<file path="src/cyclic_code_encode_correct_core_macros.svh">
// Assertion helpers for the cyclic code core. Each expects clk and rst_n in scope.
`ifndef CYCLIC_CODE_ENCODE_CORRECT_CORE_MACROS_SVH
`define CYCLIC_CODE_ENCODE_CORRECT_CORE_MACROS_SVH

// Same-cycle implication.
`define CCEC_ASSERT_IMP(lbl, ante, cons, msg) \
  lbl: assert property (@(posedge clk) disable iff (!rst_n) (ante) |-> (cons)) \
    else $error(msg);

// Next-cycle implication.
`define CCEC_ASSERT_NXT(lbl, ante, cons, msg) \
  lbl: assert property (@(posedge clk) disable iff (!rst_n) (ante) |=> (cons)) \
    else $error(msg);

`endif

</file>
<file path="src/ccec_pkg.sv">
`default_nettype none

package ccec_pkg;

  localparam int MAX_DEGREE  = 6;
  localparam int MAX_LENGTH  = 63;
  localparam int WORD_W      = 63;
  localparam int REM_W       = MAX_DEGREE;
  localparam int STEP_W      = REM_W + 1;
  localparam int POS_W       = 6;
  localparam int DEG_W       = 3;
  localparam int LEN_W       = 6;
  localparam int CHUNK       = 8;
  localparam int MOD_STAGES  = (WORD_W + CHUNK) / CHUNK;
  localparam int SRCH_STAGES = (MAX_LENGTH + CHUNK - 1) / CHUNK;
  localparam int NSTG        = 1 + MOD_STAGES + SRCH_STAGES;
  localparam int CFG_IDX_W   = 2;
  localparam int CFG_DATA_W  = 7;
  localparam int IN_DATA_W   = 64;
  localparam int OUT_DATA_W  = 72;

  localparam logic [CFG_DATA_W-1:0] GEN_POLY_RST    = 7'd11;
  localparam logic [DEG_W-1:0]      CODE_DEGREE_RST = 3'd3;
  localparam logic [LEN_W-1:0]      CODE_LENGTH_RST = 6'd7;

  typedef enum logic [CFG_IDX_W-1:0] {
    CFG_GEN_POLY    = 2'd0,
    CFG_CODE_DEGREE = 2'd1,
    CFG_CODE_LENGTH = 2'd2
  } cfg_idx_t;

  typedef enum logic {
    KIND_ENCODE = 1'b0,
    KIND_DECODE = 1'b1
  } kind_t;

  // Effective code parameters derived from the configuration registers.
  typedef struct packed {
    logic [DEG_W-1:0]  r;
    logic [LEN_W-1:0]  n;
    logic [LEN_W-1:0]  k;
    logic [STEP_W-1:0] g;
    logic [STEP_W-1:0] top;
  } code_cfg_t;

  // One item in flight.
  typedef struct packed {
    kind_t             kind;
    logic [WORD_W-1:0] word;
    logic [REM_W-1:0]  synd;
    logic [REM_W-1:0]  pw;
    logic              hit;
    logic [POS_W-1:0]  pos;
  } stage_t;

  // One shift of the division register, reducing by g when the top bit appears.
  function automatic logic [REM_W-1:0] poly_step(input logic [REM_W-1:0] rem,
                                                 input logic b,
                                                 input logic [STEP_W-1:0] g,
                                                 input logic [STEP_W-1:0] top);
    logic [STEP_W-1:0] t;
    t = {rem, b};
    if ((t & top) != '0) begin
      t = t ^ g;
    end
    return t[REM_W-1:0];
  endfunction

  // Feed CHUNK bits, highest first, into the remainder.
  function automatic stage_t mod_chunk(input stage_t st,
                                       input logic [CHUNK-1:0] bits,
                                       input code_cfg_t cc);
    stage_t o;
    o = st;
    for (int b = CHUNK - 1; b >= 0; b--) begin
      o.synd = poly_step(o.synd, bits[b], cc.g, cc.top);
    end
    return o;
  endfunction

  // Compare the syndrome against x^p mod g for CHUNK positions from base.
  function automatic stage_t search_chunk(input stage_t st,
                                          input logic [POS_W-1:0] base,
                                          input code_cfg_t cc);
    stage_t         o;
    logic [POS_W:0] p;
    o = st;
    for (int b = 0; b < CHUNK; b++) begin
      p = {1'b0, base} + (POS_W+1)'(b);
      if (!o.hit && (p < {1'b0, cc.n}) && (o.pw == o.synd) && (o.synd != '0)) begin
        o.hit = 1'b1;
        o.pos = p[POS_W-1:0];
      end
      o.pw = poly_step(o.pw, 1'b0, cc.g, cc.top);
    end
    return o;
  endfunction

endpackage

`default_nettype wire

</file>
<file path="src/cyclic_code_encode_correct_core.sv">
// Cyclic code encoder and single-error corrector with a programmable generator
// g(x) of degree r (up to 6) and codeword length n (up to 63). An encode
// transaction (in_tuser = 0) carries k = n - r information bits and returns the
// systematic codeword x^r*i(x) + (x^r*i(x) mod g); a decode transaction
// (in_tuser = 1) carries n received bits, forms the syndrome, flips the lowest
// bit position p < n with x^p mod g equal to a nonzero syndrome, and returns the
// k information bits with error_found, error_position and uncorrectable.
// A new transaction is taken every clock unless a stalled output has filled the
// pipeline. Each one passes through one input stage, eight remainder stages of
// eight bits each, eight search stages of eight positions each, and the output
// register. Backpressure is absorbed stage by stage, so bubbles close up behind
// a stalled result.
// Configuration writes take effect on the next clock and are to be issued only
// while no transaction is in flight; writes to an index beyond the third
// register are dropped.
`default_nettype none
`include "cyclic_code_encode_correct_core_macros.svh"

module cyclic_code_encode_correct_core (
  input  wire logic                              clk,
  input  wire logic                              rst_n,
  // Configuration write port
  input  wire logic                              cfg_we,
  input  wire logic [ccec_pkg::CFG_IDX_W-1:0]    cfg_addr,
  input  wire logic [ccec_pkg::CFG_DATA_W-1:0]   cfg_wdata,
  // Input stream
  input  wire logic                              in_tvalid,
  output      logic                              in_tready,
  input  wire logic [ccec_pkg::IN_DATA_W-1:0]    in_tdata,   // [62:0] word_in, [63] zero
  input  wire logic                              in_tuser,   // [0] kind
  // Result stream
  output      logic                              out_tvalid,
  input  wire logic                              out_tready,
  // [62:0] word_out, [63] error_found, [69:64] error_position,
  // [70] uncorrectable, [71] zero
  output      logic [ccec_pkg::OUT_DATA_W-1:0]   out_tdata
);

  import ccec_pkg::*;

  // Configuration registers.
  logic [CFG_DATA_W-1:0] gen_poly_r;
  logic [DEG_W-1:0]      code_degree_r;
  logic [LEN_W-1:0]      code_length_r;

  always_ff @(posedge clk) begin
    if (!rst_n) begin
      gen_poly_r    <= GEN_POLY_RST;
      code_degree_r <= CODE_DEGREE_RST;
      code_length_r <= CODE_LENGTH_RST;
    end else if (cfg_we) begin
      case (cfg_idx_t'(cfg_addr))
        CFG_GEN_POLY:    gen_poly_r    <= cfg_wdata;
        CFG_CODE_DEGREE: code_degree_r <= cfg_wdata[DEG_W-1:0];
        CFG_CODE_LENGTH: code_length_r <= cfg_wdata[LEN_W-1:0];
        default: ;
      endcase
    end
  end

  // Effective code: saturate r, force the degree bit, drop bits above it.
  // A 6-bit length never exceeds the 63-bit maximum, so n needs no clamp.
  code_cfg_t cc;

  always_comb begin
    cc.r   = (code_degree_r > DEG_W'(MAX_DEGREE)) ? DEG_W'(MAX_DEGREE) : code_degree_r;
    cc.n   = code_length_r;
    cc.k   = (cc.n > LEN_W'(cc.r)) ? (cc.n - LEN_W'(cc.r)) : '0;
    cc.top = STEP_W'(1) << cc.r;
    cc.g   = (gen_poly_r & (cc.top - STEP_W'(1))) | cc.top;
  end

  logic [WORD_W-1:0] n_mask;
  logic [WORD_W-1:0] k_mask;

  assign n_mask = WORD_W'((64'd1 << cc.n) - 64'd1);
  assign k_mask = WORD_W'((64'd1 << cc.k) - 64'd1);

  // Pipeline: stage 0 prepares the word, then remainder stages, then search
  // stages. Each stage advances when the one after it is empty or moving.
  stage_t            stage_r   [NSTG];
  stage_t            stage_nxt [NSTG];
  logic [NSTG-1:0]   valid_r;
  logic [NSTG:0]     rdy;

  logic                  out_valid_r;
  logic [WORD_W-1:0]     out_word_r;
  logic                  out_err_r;
  logic [POS_W-1:0]      out_pos_r;
  logic                  out_unc_r;

  assign rdy[NSTG] = !out_valid_r || out_tready;
  assign in_tready = rdy[0];

  for (genvar i = 0; i < NSTG; i++) begin : g_stage
    logic prev_valid;

    assign rdy[i] = !valid_r[i] || rdy[i+1];

    if (i == 0) begin : g_in
      logic [IN_DATA_W-1:0] shifted;

      assign prev_valid = in_tvalid;
      // Encode: place the information bits above the check bits.
      // Decode: keep only the n received bits.
      assign shifted = {1'b0, in_tdata[WORD_W-1:0] & k_mask} << cc.r;

      always_comb begin
        stage_nxt[i].kind = kind_t'(in_tuser);
        stage_nxt[i].word = (kind_t'(in_tuser) == KIND_ENCODE) ?
                            shifted[WORD_W-1:0] : (in_tdata[WORD_W-1:0] & n_mask);
        stage_nxt[i].synd = '0;
        stage_nxt[i].pw   = (cc.r != '0) ? REM_W'(1) : '0;
        stage_nxt[i].hit  = 1'b0;
        stage_nxt[i].pos  = '0;
      end
    end else if (i <= MOD_STAGES) begin : g_mod
      localparam int HI = WORD_W - CHUNK * (i - 1);
      logic [WORD_W:0] padded;

      assign prev_valid = valid_r[i-1];
      assign padded     = {1'b0, stage_r[i-1].word};

      // Long division, highest bits first.
      always_comb begin
        stage_nxt[i] = mod_chunk(stage_r[i-1], padded[HI -: CHUNK], cc);
      end
    end else begin : g_srch
      localparam logic [POS_W-1:0] BASE = POS_W'(CHUNK * (i - 1 - MOD_STAGES));

      assign prev_valid = valid_r[i-1];

      // Walk x^p mod g and latch the first matching position.
      always_comb begin
        stage_nxt[i] = search_chunk(stage_r[i-1], BASE, cc);
      end
    end

    always_ff @(posedge clk) begin
      if (!rst_n) begin
        valid_r[i] <= 1'b0;
      end else if (rdy[i]) begin
        valid_r[i] <= prev_valid;
      end
    end

    always_ff @(posedge clk) begin
      if (rdy[i] && prev_valid) begin
        stage_r[i] <= stage_nxt[i];
      end
    end
  end

  // Result formatting.
  stage_t            last;
  logic [WORD_W-1:0] fixed_word;
  logic [WORD_W-1:0] out_word_nxt;
  logic              out_err_nxt;
  logic [POS_W-1:0]  out_pos_nxt;
  logic              out_unc_nxt;

  assign last = stage_r[NSTG-1];

  always_comb begin
    fixed_word   = last.word ^ (last.hit ? (WORD_W'(1) << last.pos) : '0);
    out_word_nxt = '0;
    out_err_nxt  = 1'b0;
    out_pos_nxt  = '0;
    out_unc_nxt  = 1'b0;
    if (last.kind == KIND_ENCODE) begin
      // Append the check bits below the information part.
      out_word_nxt = (last.word ^ WORD_W'(last.synd)) & n_mask;
    end else begin
      // Drop the check bits; word was already limited to n bits.
      out_word_nxt = fixed_word >> cc.r;
      out_err_nxt  = (last.synd != '0);
      out_pos_nxt  = last.hit ? last.pos : '0;
      out_unc_nxt  = (last.synd != '0) && !last.hit;
    end
  end

  always_ff @(posedge clk) begin
    if (!rst_n) begin
      out_valid_r <= 1'b0;
    end else if (rdy[NSTG]) begin
      out_valid_r <= valid_r[NSTG-1];
    end
  end

  always_ff @(posedge clk) begin
    if (rdy[NSTG] && valid_r[NSTG-1]) begin
      out_word_r <= out_word_nxt;
      out_err_r  <= out_err_nxt;
      out_pos_r  <= out_pos_nxt;
      out_unc_r  <= out_unc_nxt;
    end
  end

  assign out_tvalid = out_valid_r;
  assign out_tdata  = {1'b0, out_unc_r, out_pos_r, out_err_r, out_word_r};

  `CCEC_ASSERT_NXT(a_accept_lands, in_tvalid && in_tready, valid_r[0],
                   "accepted transaction did not enter the first stage")

  `CCEC_ASSERT_NXT(a_last_holds, valid_r[NSTG-1] && !rdy[NSTG],
                   valid_r[NSTG-1] && $stable(stage_r[NSTG-1]),
                   "last pipeline stage changed while the output stalled")

  `CCEC_ASSERT_NXT(a_encode_clean,
                   valid_r[NSTG-1] && rdy[NSTG] && (last.kind == KIND_ENCODE),
                   !out_err_r && !out_unc_r && (out_pos_r == '0),
                   "encode result carries error flags")

  `CCEC_ASSERT_IMP(a_unc_has_err, out_valid_r && out_unc_r, out_err_r,
                   "uncorrectable flagged without error_found")

  `CCEC_ASSERT_IMP(a_pos_in_range, out_valid_r && out_err_r && !out_unc_r,
                   out_pos_r < code_length_r,
                   "corrected position lies outside the codeword")

endmodule

`default_nettype wire
</file>
<file path="config.mk">
export PLATFORM = sky130hd
export DESIGN_NAME = cyclic_code_encode_correct_core
export DESIGN_NICKNAME = d
export VERILOG_FILES = /design/src/ccec_pkg.sv /design/src/cyclic_code_encode_correct_core.sv
export VERILOG_INCLUDE_DIRS = /design/src /design/src/src
export SDC_FILE = /design/constraint.sdc
export NUM_CORES = 2
export LEC_CHECK = 0
export ABC_AREA = 1
export BUFFER_PORTS_ARGS = -buffer_cell sky130_fd_sc_hd__buf_2
export CORE_MARGIN = 2
export CORE_UTILIZATION = 50
export CTS_BUF_LIST = sky130_fd_sc_hd__clkbuf_8
export DETAILED_ROUTE_END_ITERATION = 7
export PLACE_DENSITY_LB_ADDON = 0.15
export SLEW_MARGIN = 20
export SYNTH_ARGS = -nofsm -noshare
export SYNTH_HDL_FRONTEND = slang
export SYNTH_SLANG_ARGS = --single-unit
</file>
<file path="constraint.sdc">
create_clock -name clk -period 6.4 [get_ports clk]
set_clock_uncertainty 0.2 [all_clocks]
set_input_delay 0.32 -clock clk [delete_from_list [all_inputs] [get_ports clk]]
set_output_delay 0.32 -clock clk [all_outputs]
set_load 0.05 [all_outputs]
</file>
==> run metrics <==
DRC=0; crit path max fanout=12; post-synthesis sequential area ratio=0.4986; Final Setup Violations=1; P&R area growth vs syn=21.95%; post-synthesis mux area share=0.004586; largest net degree at the start of global routing=83; Die H=411.3 µm; crit path time final=6.411 ns; fill cell count=14203; post-route setup TNS=-0.01120 ns; gr busiest metal=met2; Hold Path Class=primary input to flip-flop; core area=0.1648 mm²; Startpoint Class=flip-flop; most frequent cell after synthesis=nand2_1; Yosys top cell by area=edfxtp_1; Yosys reg bits=1388; Post-synth top flop=edfxtp_1; crit end category=flip-flop; Worst-path clk slew=0.06 ns; Initial Util=0.5032; R2R cell count=22; first-pass GRT wire length=454600 µm; post-DR vias/cell=5.810; Syn Nets=9519; synth warn=0; H-tree Lvls=4; Static Leak=43.18 nW; post-synthesis xor/xnor area fraction=0.07830; main combinational cell family by area after synthesis=simple AND/OR/NAND/NOR gates; utilization after layout=0.6137; GR Util met1=0.5053; Syn Area/Cell=8.791 µm²; maximum clock rate=156.0 MHz; Cell variety after synth=78; Routed Antenna Nets=0; I/O Buffers=149; site row count=149; top cells by count, synth=nand2_1 (2583), nand3_1 (1501), edfxtp_1 (1355); final hold vios=0; Crit Path Class=flip-flop to flip-flop; worst slew pin tran=1.453 ns; initial DRC count=8894; initial antenna violation count=42; Hold Path Depth=3; required time worst endpoint=7.10 ns; relative slew slack=0.02483; MaxCap Viol Count=0; Synth Area in Simple Gates=0.3120; Final HPWL DP=237900 µm; number of global-route vias before repair=68065; total CTS buffers=225; Total Power=39.90 mW; clk sinks=1388; DIE AREA=0.1691 mm²; Pwr Density=394.5 mW/mm²; Root Buffer=clkbuf_8; Routability Congestion=1.040; Final nets=10566; r2r setup slk=-0.01 ns; CTS tree=built; max-slew violations=0; Ports=153; Netlist Area Pre-Place=0.08293 mm²; outcome=complete, but fails checks; GR Layer Usage met2=0.5363; area of the multi-input gates=0.03996 mm²; vias after detailed routing=74795; clk buf depth=3; DRT Wirelength=326200 µm; non-filler cells, final=12873; Arr. time, crit path=7.12 ns; Placed Cells=12101; met3 usage=0.09463; violated checks=setup timing; Yosys top cell area share=0.4906; DR WL/cell=25.34 µm; Post-Synth Adder-Cell Area=0.0009957; Total Routing Usage GR=0.3694; RSZ-0062 raised after global routing=true; gr ovfl total=0; VDD IR-drop max=0.4879 mV; Post-Syn Instances=9434; Die X-Extent=411.3 µm; Sequential Area=0.04136 mm²; Synth area leaders=edfxtp_1 (49%), nand2_1 (12%), nand3_1 (9.1%); dpl ws=-0.1487 ns; Final Cycle Share=1.002; Compound-Gate Fraction of Synth Area=0.05327; number of synthesized flops with an enable pin=1355; layout cells sized above 1=0.2291; Skew-Pair Late Insertion Delay=1.07 ns; setup ws final=-0.01120 ns; fraction of registers with async set/reset=0; 1st-pass router iterations=7
[layout by cell type, fill, tap and decap left out, drive strengths merged, types with 8 or more instances in the layout]
| master | n |
|---|---|
| clkinv | 133 |
| a31oi | 10 |
| mux2i | 38 |
| nor2 | 898 |
| o211ai | 30 |
| clkbuf | 238 |
| clkinvlp | 11 |
| or2 | 10 |
| inv | 714 |
| nand3 | 1529 |
| nand2 | 2824 |
| edfxtp | 1355 |
| a21oi | 115 |
| o221ai | 92 |
| nor4 | 20 |
| buf | 1001 |
| nor3 | 74 |
| o22ai | 53 |
| o21ai | 394 |
| dlygate4sd3 | 121 |
| nor3b | 8 |
| xnor2 | 52 |
| nand3b | 58 |
| o2111ai | 8 |
| bufinv | 27 |
| dfxtp | 33 |
| nand4 | 89 |
| xor2 | 686 |
[worst max-delay path: stages (launching register included)]
cell	delay, ns
dfxtp_1	0.34
inv_1	0.08
buf_4	0.24
nand2_1	0.21
inv_1	0.17
nand2_1	0.26
nor2_1	0.20
inv_1	0.37
ha_1	0.26
o21ai_0	0.16
nor2_1	0.26
inv_1	0.11
nor2_1	0.14
inv_1	0.12
nor2_1	0.40
nand2_1	0.32
a21oi_1	0.33
xor2_2	0.53
nand3_1	0.12
dlygate4sd3_1	0.59
o221ai_1	0.08
dlygate4sd3_1	0.60
buf_4	0.16
[through the flow]
step | hold slack, ns | area, µm²
2_1_floorplan | 0.2003 | 82930
3_3_place_gp | 0.2002 | 90100
3_5_place_dp | 0.2045 | 90100
4_1_cts | 0.01778 | 96430
5_1_grt | 0.1179 | 101100
6_report | 0.1232 | 101100
[path summary, 6_finish.rpt]
| path | to | start |
|---|---|---|
| max | stage_r[0][65]$_DFFE_PP_ | code_length_r[1]$_SDFFE_PN1P_ |
| min | gen_poly_r[3]$_SDFFE_PN1P_ | rst_n |
| max reg2reg | stage_r[0][65]$_DFFE_PP_ | code_length_r[1]$_SDFFE_PN1P_ |
| min reg2reg | stage_r[0][708]$_DFFE_PP_ | stage_r[0][625]$_DFFE_PP_ |
[sequential cells by signal, summed over array words and instances, names as in the netlist]
| signal | flops |
|---|---|
| code_length_r | 6 |
| gen_poly_r | 6 |
| out_word_r | 63 |
| out_unc_r | 1 |
| code_degree_r | 3 |
| out_err_r | 1 |
| out_tvalid | 1 |
| out_pos_r | 6 |
| stage_r | 1284 |
| g_stage.prev_valid | 16 |
| valid_r | 1 |
[per-layer routing]
layer | vias up | share of wire
li1 | 34241 | -
met5 | - | 0.00044
met3 | 919 | 0.11
met2 | 4058 | 0.42
met4 | 22 | 0.065
met1 | 35555 | 0.40
[timing repair]
action	4_1_cts	5_1_grt
hold endpoints to repair	183	0
hold buffers	121	0
gates resized for setup	11	675
gates cloned	0	10
endpoints found under the setup margin	53	205
setup buffers	13	197
pin swaps	2	295
[report_power, final]
group / switching, mW / internal, mW / total (mW)
Clock: 3.86 / 4.53 / 8.40
Combinational: 13.1 / 7.83 / 20.9
Sequential: 0.119 / 10.5 / 10.6
Total: 17.1 / 22.8 / 39.9
[cells by family (layout without fill, tap and decap cells)]
| logic type | Yosys count | in the layout |
|---|---|---|
| xor+xnor | 738 | 738 |
| simple gates | 5528 | 5530 |
| flops | 1388 | 1388 |
| buf+inv | 1004 | 2245 |
| compound gates | 731 | 731 |
| fa+ha+maj | 6 | 6 |
| mux | 38 | 38 |
| other cells | 1 | 8 |
[cell type report]
class,instances,share of cell area
multi-input combinational,7044,0.3952
timing repair buffer,1130,0.09328
clock inverter,193,0.01767
clock buffer,230,0.03130
antenna,7,0.0001732
sequential,1388,0.4089
tap,2189,0.02708
inverter,692,0.02643
No activity file was read; power rests on OpenSTA's default activity.
